**src/pixel_to_gimbal_angle_defines.svh**
```systemverilog
// ----------------------------------------------------------------------------
// Pixel to gimbal angle: assertion macros
// Shared check forms, clocked on clk and held off while rst_n is low.
// ----------------------------------------------------------------------------
`ifndef PIXEL_TO_GIMBAL_ANGLE_DEFINES_SVH
`define PIXEL_TO_GIMBAL_ANGLE_DEFINES_SVH

// Same-cycle implication
`define PGA_ASSERT_IMP(lbl, ante, cons) \
    lbl: assert property (@(posedge clk) disable iff (!rst_n) (ante) |-> (cons)) \
        else $error("pga check failed");

// Next-cycle implication
`define PGA_ASSERT_NXT(lbl, ante, cons) \
    lbl: assert property (@(posedge clk) disable iff (!rst_n) (ante) |=> (cons)) \
        else $error("pga check failed");

`endif

```
**src/pga_pkg.sv**
```systemverilog
// ----------------------------------------------------------------------------
// Pixel to gimbal angle package
// Types, register indexes, constants and fixed-point helpers.
// ----------------------------------------------------------------------------
package pga_pkg;

    localparam int NUM_REGS   = 8;
    localparam int CFG_IDX_W  = 3;
    localparam int CFG_DATA_W = 64;

    typedef enum logic [CFG_IDX_W-1:0] {
        REG_INTRINSIC_A   = 3'd0,
        REG_INTRINSIC_B   = 3'd1,
        REG_INTRINSIC_C   = 3'd2,
        REG_DISTORTION_A  = 3'd3,
        REG_DISTORTION_B  = 3'd4,
        REG_MOUNT_YAW     = 3'd5,
        REG_MOUNT_PITCH   = 3'd6,
        REG_MOUNT_OFFSETS = 3'd7
    } cfg_reg_t;

    typedef logic signed [31:0] q24_t;
    typedef logic signed [63:0] prod_t;

    localparam int CORDIC_STEPS = 16;
    localparam int CW           = 36;   // CORDIC x/y width
    localparam int ZW           = 25;   // CORDIC angle width, degrees Q9.16
    localparam int ANG_W        = 17;
    localparam int BIAS_W       = 13;

    typedef logic signed [CW-1:0]    cxy_t;
    typedef logic signed [ZW-1:0]    cz_t;
    typedef logic signed [ANG_W-1:0] ang_t;

    localparam q24_t ONE_Q24   = 32'sh0100_0000;
    localparam ang_t ANG_LIMIT = 17'sd46080;

    localparam cz_t ATAN_TAB [CORDIC_STEPS] = '{
        25'sd2949120, 25'sd1740967, 25'sd919879, 25'sd466945,
        25'sd234379,  25'sd117304,  25'sd58666,  25'sd29335,
        25'sd14668,   25'sd7334,    25'sd3667,   25'sd1833,
        25'sd917,     25'sd458,     25'sd229,    25'sd115
    };

    localparam logic [11:0] DIST_T0 = 12'd250;
    localparam logic [11:0] DIST_T1 = 12'd300;
    localparam logic [11:0] DIST_T2 = 12'd350;
    localparam logic [11:0] DIST_T3 = 12'd400;
    localparam logic [11:0] DIST_T4 = 12'd460;

    typedef struct packed {
        logic [BIAS_W-1:0] xb;
        logic [BIAS_W-1:0] yb;
    } bias_t;

    function automatic bias_t dist_bias(input logic [11:0] d);
        bias_t b;
        if (d < DIST_T0) begin
            b.xb = 13'd4224; b.yb = 13'd3942;
        end else if (d < DIST_T1) begin
            b.xb = 13'd4480; b.yb = 13'd3942;
        end else if (d < DIST_T2) begin
            b.xb = 13'd4736; b.yb = 13'd3994;
        end else if (d < DIST_T3) begin
            b.xb = 13'd4992; b.yb = 13'd4045;
        end else if (d < DIST_T4) begin
            b.xb = 13'd5248; b.yb = 13'd4096;
        end else begin
            b.xb = 13'd5504; b.yb = 13'd4147;
        end
        return b;
    endfunction

    function automatic q24_t sat32(input logic signed [63:0] v);
        if (v > 64'sd2147483647)
            return 32'sh7FFF_FFFF;
        if (v < -64'sd2147483648)
            return 32'sh8000_0000;
        return v[31:0];
    endfunction

    function automatic prod_t mul32(input q24_t a, input q24_t b);
        prod_t r;
        r = a * b;
        return r;
    endfunction

    // Round to nearest, ties up, back to Q8.24
    function automatic q24_t qround(input prod_t p);
        logic signed [64:0] t;
        t = 65'(p) + 65'sd8388608;
        return sat32(64'(t >>> 24));
    endfunction

    function automatic q24_t word_lo(input logic [63:0] r);
        return signed'(r[31:0]);
    endfunction

    function automatic q24_t word_hi(input logic [63:0] r);
        return signed'(r[63:32]);
    endfunction

    function automatic ang_t ang_sat(input logic signed [17:0] v);
        if (v > 18'(ANG_LIMIT))
            return ANG_LIMIT;
        if (v < -18'(ANG_LIMIT))
            return -ANG_LIMIT;
        return v[ANG_W-1:0];
    endfunction

endpackage

```
**src/pga_cordic.sv**
```systemverilog
// ----------------------------------------------------------------------------
// Pipelined CORDIC arctangent
// Vectoring from (1, y), one micro-rotation per register stage, degrees out.
// ----------------------------------------------------------------------------
module pga_cordic
    import pga_pkg::*;
(
    input  logic clk,
    input  logic en,
    input  cxy_t y_in,
    output cz_t  z_out
);

    cxy_t x_reg [CORDIC_STEPS];
    cxy_t y_reg [CORDIC_STEPS];
    cz_t  z_reg [CORDIC_STEPS];

    genvar i;
    for (i = 0; i < CORDIC_STEPS; i++)
    begin : g_step
        cxy_t xi;
        cxy_t yi;
        cz_t  zi;

        if (i == 0)
        begin : g_first
            assign xi = CW'(ONE_Q24);
            assign yi = y_in;
            assign zi = '0;
        end
        else
        begin : g_next
            assign xi = x_reg[i-1];
            assign yi = y_reg[i-1];
            assign zi = z_reg[i-1];
        end

        always_ff @(posedge clk)
        begin
            if (en)
            begin
                // rotate towards the x axis
                if (yi >= 0)
                begin
                    x_reg[i] <= xi + (yi >>> i);
                    y_reg[i] <= yi - (xi >>> i);
                    z_reg[i] <= zi + ATAN_TAB[i];
                end
                else
                begin
                    x_reg[i] <= xi - (yi >>> i);
                    y_reg[i] <= yi + (xi >>> i);
                    z_reg[i] <= zi - ATAN_TAB[i];
                end
            end
        end
    end

    assign z_out = z_reg[CORDIC_STEPS-1];

endmodule

```
**config.mk**
```make
export PLATFORM = sky130hd
export DESIGN_NAME = pga_cordic
export DESIGN_NICKNAME = d
export VERILOG_FILES = /design/src/pixel_to_gimbal_angle_defines.svh /design/src/pga_pkg.sv /design/src/pga_cordic.sv
export SDC_FILE = /design/constraint.sdc
export NUM_CORES = 2
export LEC_CHECK = 0
export BUFFER_PORTS_ARGS = -buffer_cell sky130_fd_sc_hd__buf_4
export CAP_MARGIN = 10
export CORE_MARGIN = 4
export CORE_UTILIZATION = 59
export CTS_BUF_LIST = sky130_fd_sc_hd__clkbuf_16
export DETAILED_ROUTE_END_ITERATION = 16
export PLACE_DENSITY_LB_ADDON = 0.12
export SYNTH_ARGS = -nofsm -noshare
export SYNTH_HDL_FRONTEND = slang
export SYNTH_SLANG_ARGS = --single-unit
```
**constraint.sdc**
```tcl
create_clock -name clk -period 5.09 [get_ports clk]
set_input_delay 0.509 -clock clk [delete_from_list [all_inputs] [get_ports clk]]
set_output_delay 0.509 -clock clk [all_outputs]
set_load 0.005 [all_outputs]
```
Yosys cells after proc, flatten, opt, wreduce, memory -nomap -nowiden
Memories as Yosys holds them, arrays and structs flattened.
Cells that the tools add are included.
{"block": "word_totals", "inputBits": 38, "register_bits": 0, "ramBits": 1552, "word_cells": 304, "out_inout_bits": 25, "mem_count": 3}
{"block": "classes", "muxes": 144, "n_bitwise": 48, "add_sub_neg": 93, "n_lt_le_gt_ge": 16}
{"memory": "x_reg", "depth": 16, "word_bits": 36, "read_ports": 15, "rd_ports_with_merged_regs": 0, "write_ports": 16, "line": "pga_cordic.sv:14", "text": "cxy_t x_reg [CORDIC_STEPS];"}
{"memory": "y_reg", "depth": 16, "word_bits": 36, "read_ports": 15, "rd_ports_with_merged_regs": 0, "write_ports": 16, "line": "pga_cordic.sv:15", "text": "cxy_t y_reg [CORDIC_STEPS];"}
{"memory": "z_reg", "depth": 16, "word_bits": 25, "read_ports": 16, "rd_ports_with_merged_regs": 0, "write_ports": 16, "line": "pga_cordic.sv:16", "text": "cz_t z_reg [CORDIC_STEPS];"}
{"operator": "2-to-1 mux 36 bit", "count": 32}
{"operator": "greater-or-equal comparator 36 x 1 -> 1 bit (second input constant)", "count": 16}
{"operator": "2-to-1 mux 25 bit", "count": 16}
{"operator": "2-to-1 mux 1 bit", "count": 96}
{"operator": "adder 36 x 21 -> 36 bit", "count": 2}
{"operator": "adder 36 x 22 -> 36 bit", "count": 2}
{"operator": "adder 36 x 23 -> 36 bit", "count": 2}
{"operator": "adder 36 x 24 -> 36 bit", "count": 2}
{"operator": "adder 36 x 25 -> 36 bit", "count": 2}
{"operator": "adder 36 x 26 -> 36 bit", "count": 2}
{"operator": "adder 36 x 27 -> 36 bit", "count": 2}
{"operator": "adder 36 x 28 -> 36 bit", "count": 2}
{"operator": "adder 36 x 29 -> 36 bit", "count": 2}
{"operator": "adder 36 x 30 -> 36 bit", "count": 2}
{"operator": "adder 36 x 31 -> 36 bit", "count": 2}
{"operator": "adder 36 x 32 -> 36 bit", "count": 2}
{"operator": "adder 36 x 33 -> 36 bit", "count": 2}
{"operator": "adder 36 x 34 -> 36 bit", "count": 2}
{"operator": "adder 36 x 35 -> 36 bit", "count": 2}
{"operator": "subtractor 36 x 21 -> 36 bit", "count": 2}
{"operator": "subtractor 36 x 22 -> 36 bit", "count": 2}
{"operator": "subtractor 36 x 23 -> 36 bit", "count": 2}
{"operator": "subtractor 36 x 24 -> 36 bit", "count": 2}
{"operator": "subtractor 36 x 25 -> 36 bit", "count": 2}
{"operator": "other kinds (44)", "count": 101}

Longest topological paths before layout
An unclocked memory read counts as a cell.
{"block": "logic_depth", "ltp_word": 6, "mapped_depth": 22, "ltp_nobuf": 22}

Worst setup path before layout
No wires, ideal clock.
{"block": "synth_path", "kind": "in2reg", "from": "input en", "to": "memory x_reg[0][142] (netlist name) (data pin)", "setup_ns": 0.262, "required_ns": 4.828, "n_path_buf": 4, "arrival_time_ns": 5.102, "slack_ns": -0.274, "cell_stages": 19, "cell_sequence": "clkbuf_1 -> clkbuf_1 -> clkbuf_1 -> nand2_1 -> clkinv_1 -> buf_1 -> mux2i_1 -> fa_1 -> a211oi_1 -> o21ai_0 -> a21oi_1 -> o221ai_1 -> a21oi_1 -> o21bai_1 -> a21o_1 -> a41o_1 -> a211oi_1 -> a21oi_1 -> xor2_1"}
{"element": "start, declared", "line": "pga_cordic.sv:9", "text": "input logic en,"}
{"element": "end, declared", "line": "pga_cordic.sv:14"}

==> impl_metrics.py <==
metrics = {
    "grt": {
        "antenna_found_initial": 4,
        "grt_first_pass_wirelength_mm": 499,
        "grt_pass1_vias": 91400,
        "grtUsageTotal_pct": 30.6,
        "grt.overflow.total": 0,
        "grt_start_max_net_pins": 178,
    },
    "synth": {
        "ys_ff_latch": 1342,
        "synth-seq-area-share_pct": 35.0,
        "async_flop_share_pct": 0,
        "syn_avg_cell_area_um2": 9.54,
        "syn_area_mm2": 0.115,
        "yosys_warnings": 0,
        "yosys.area_share.simple_pct": 13.3,
        "synthCells": 12100,
        "syn-num-nets": 13400,
        "ys_types": 97,
        "synth_ff_type": "edfxtp_1",
        "synth-compound-area-share_pct": 20.4,
        "yosys.area_share.adder_pct": 14.7,
        "synth_top_family_by_area": "compound AO/OA/AOI/OAI gates",
        "synth_edf_count": 1342,
        "synthMuxAreaShare_pct": 0.467,
        "synthXorXnorAreaFrac_pct": 14.0,
    },
    "clocking": {
        "clockBufferDepth": 3,
        "cts_root_buffer": "clkbuf_16",
        "clkTransAtPathRegs_ns": 0.06,
        "cts_buffers": 158,
        "cts_tree": "yes",
        "clk_latency_ns": 0.83,
        "cts_max_level": 4,
        "cts.sinks": 1342,
    },
    "floorplanning": {
        "core_area_mm2": 0.193,
        "die_w_um": 449,
        "io_pins": 63,
        "rows": 161,
        "chipHeight_um": 449,
        "start_util_pct": 59.5,
        "die_area_mm2": 0.202,
    },
    "worst_hold_path": {
        "hp-class": "input port to flop",
    },
    "sta": {
        "period_needed_ns": 4.98,
        "final-hold-violation-count": 0,
        "finalMaxSlewViolations": 0,
        "maxSlewHeadroom_pct": 29.7,
        "setup_viol": 0,
        "holdWs_ns": 0.0644,
        "finalCritPeriodShare_pct": 97.7,
        "skew_ns": 0.0516,
        "worst_pin_slew_ns": 1.05,
        "rsz0062_at_grt": "true",
        "max_freq_mhz": 201,
    },
    "placed_design": {
        "io_buffers": 61,
        "placedCellCount": 14900,
        "hpwlAfterDp_mm": 256,
        "place.gp.congestion": 0.992,
    },
    "finish": {
        "finalNonFillerCells": 15200,
        "fin_nets": 13900,
        "largest_register_ffs": 505,
        "syn_to_final_growth_pct": 10.8,
        "drive_gt1_share_pct": 7.58,
    },
    "critical_path": {
        "path_class": "flop to flop",
        "arrival_ns": 5.54,
        "critPathCaptureType": "flop",
        "cp-start-kind": "flop",
        "crit_fanout": 3,
        "crit_required_ns": 5.65,
    },
    "route": {
        "drtPass1Iterations": 6,
        "initialDrtViolationCount": 7674,
        "ant_nets": 0,
        "routed_wl_mm": 321,
        "via_per_inst": 6.24,
        "drc": 0,
        "wire_per_inst_um": 21.1,
        "vias": 94700,
    },
    "job": {
        "maxCapViolations": 0,
    },
    "outcome": {
        "status": "finished clean",
    },
}
## critical path, stage by stage (launching register included)
cell and delay (ns):
edfxtp_1 0.46, or4_4 0.59, or3_4 0.37, nor3_2 0.17, and2_4 0.19, nand2_1 0.09
o41ai_2 0.38, xor2_1 0.25, ha_2 0.32, a21o_1 0.16, a21o_1 0.20, a21oi_2 0.21
o211ai_1 0.14, a211o_1 0.29, nand2_4 0.11, o221ai_2 0.14, o31ai_2 0.30, nand2b_1 0.11
a21oi_2 0.16, xnor2_1 0.08
## cells by family (layout without fill, tap and decap cells)
family                     count (synthesis)  in the layout
and+or+nand+nor                         3172           3172
adders and majority gates               1328           1328
DFF                                     1342           1342
AOI/OAI and AO/OA                       3686           3686
other                                      1              2
buffers and inverters                    640           1246
muxes                                     52             52
xor gates and xnor gates                1837           1837
## synthesized netlist by cell type, types with 29 or more instances
cell type | number | area [um2]
inv_1 | 436 | 1640
mux2i_1 | 39 | 390
fa_1 | 37 | 741
and2_1 | 58 | 363
nor3_1 | 292 | 1460
o21ai_0 | 739 | 3700
a21oi_1 | 1160 | 5810
nor2b_1 | 159 | 995
a21o_1 | 548 | 4110
or4_1 | 54 | 405
o41ai_1 | 89 | 780
nand2_1 | 778 | 2920
o2111ai_1 | 29 | 254
nand2b_1 | 220 | 1380
o21bai_1 | 158 | 1190
and3_1 | 97 | 607
a31oi_1 | 108 | 676
nand3_1 | 186 | 931
o211ai_1 | 49 | 368
or3_1 | 102 | 638
nor2_1 | 915 | 3430
a211oi_1 | 81 | 608
xnor2_1 | 1151 | 10100
clkbuf_1 | 177 | 664
o21a_1 | 185 | 1390
nor4_1 | 76 | 475
o31ai_1 | 168 | 1260
or2_2 | 36 | 225
nand4_1 | 88 | 551
a31o_2 | 31 | 272
a21boi_0 | 45 | 338
ha_1 | 1291 | 16200
xor2_1 | 686 | 6010
edfxtp_1 | 1342 | 40300
## worst paths after layout
path / startpoint / end / slack [ns] / cells after the start
worst min register to register: z_reg[0][102] / z_reg[0][127] / 0.43 / 0
worst min-delay path: y_in[33] / y_reg[0][33] / 0.06 / 2
worst max register to register: y_reg[0][85] / x_reg[0][143] / 0.11 / 19
worst max-delay path: y_reg[0][85] / x_reg[0][143] / 0.11 / 19
## per-layer routing
layer	wire [um]	share of wire (%)	GRT usage, %	vias up
met5	0	0	0	-
met4	16100	5.0	13.9	0
met3	17800	5.6	3.92	756
met2	155000	48	52.7	3098
met1	132000	41	38.3	45000
li1	-	-	-	45900
## area by class of cell
class	instances	area, um2
fill	15400	65800
timing repair buffer	516	4110
clock inverter	125	1190
tap	2526	3160
sequential	1342	40300
multi-input combinational	10100	72900
clock buffer	163	4080
antenna	1	2.50
inverter	442	1660
## layout by cell type, fill, tap and decap left out, drive strengths merged, types with 29 or more instances in the layout
master | Yosys | layout
a211oi | 81 | 81
a21boi | 45 | 45
a21o | 548 | 548
a21oi | 1160 | 1160
a31o | 31 | 31
a31oi | 108 | 108
and2 | 58 | 58
and3 | 98 | 98
buf | 21 | 491
clkbuf | 177 | 163
clkinv | 6 | 61
edfxtp | 1342 | 1342
fa | 37 | 37
ha | 1291 | 1291
inv | 436 | 472
mux2i | 39 | 39
nand2 | 778 | 778
nand2b | 220 | 220
nand3 | 186 | 186
nand4 | 88 | 88
nor2 | 915 | 915
nor2b | 159 | 159
nor3 | 293 | 293
nor4 | 77 | 77
o2111ai | 29 | 29
o211ai | 49 | 49
o21a | 185 | 185
o21ai | 744 | 744
o21bai | 158 | 158
o31ai | 168 | 168
o41ai | 89 | 89
or2 | 38 | 38
or3 | 104 | 104
or4 | 56 | 56
xnor2 | 1151 | 1151
xor2 | 686 | 686
## per-stage QoR
stage | TNS (ns) | area, um2 | util [%] | setup WS, ns
final | 0 | 127000 | 66.0 | 0.115
after global routing | -0.384 | 127000 | 66.0 | -0.134
after CTS | 0 | 127000 | 65.5 | 0.000440
after detailed placement | -0.367 | 121000 | 62.7 | -0.223
after global placement | -0.101 | 121000 | 62.7 | -0.0523
after floorplan | 0 | 115000 | - | 0.0320
## what timing repair did
item / CTS / global route
setup buffers: 1 / 25
gates resized for setup: 6 / 132
pin swaps: 0 / 18
setup endpoints to repair: 3 / 114
endpoints found under the hold margin: 47 / 0
hold buffers: 25 / 0
Power is not shown: default switching activity piles up to over one toggle a cycle in this logic, so the estimate is an artifact.
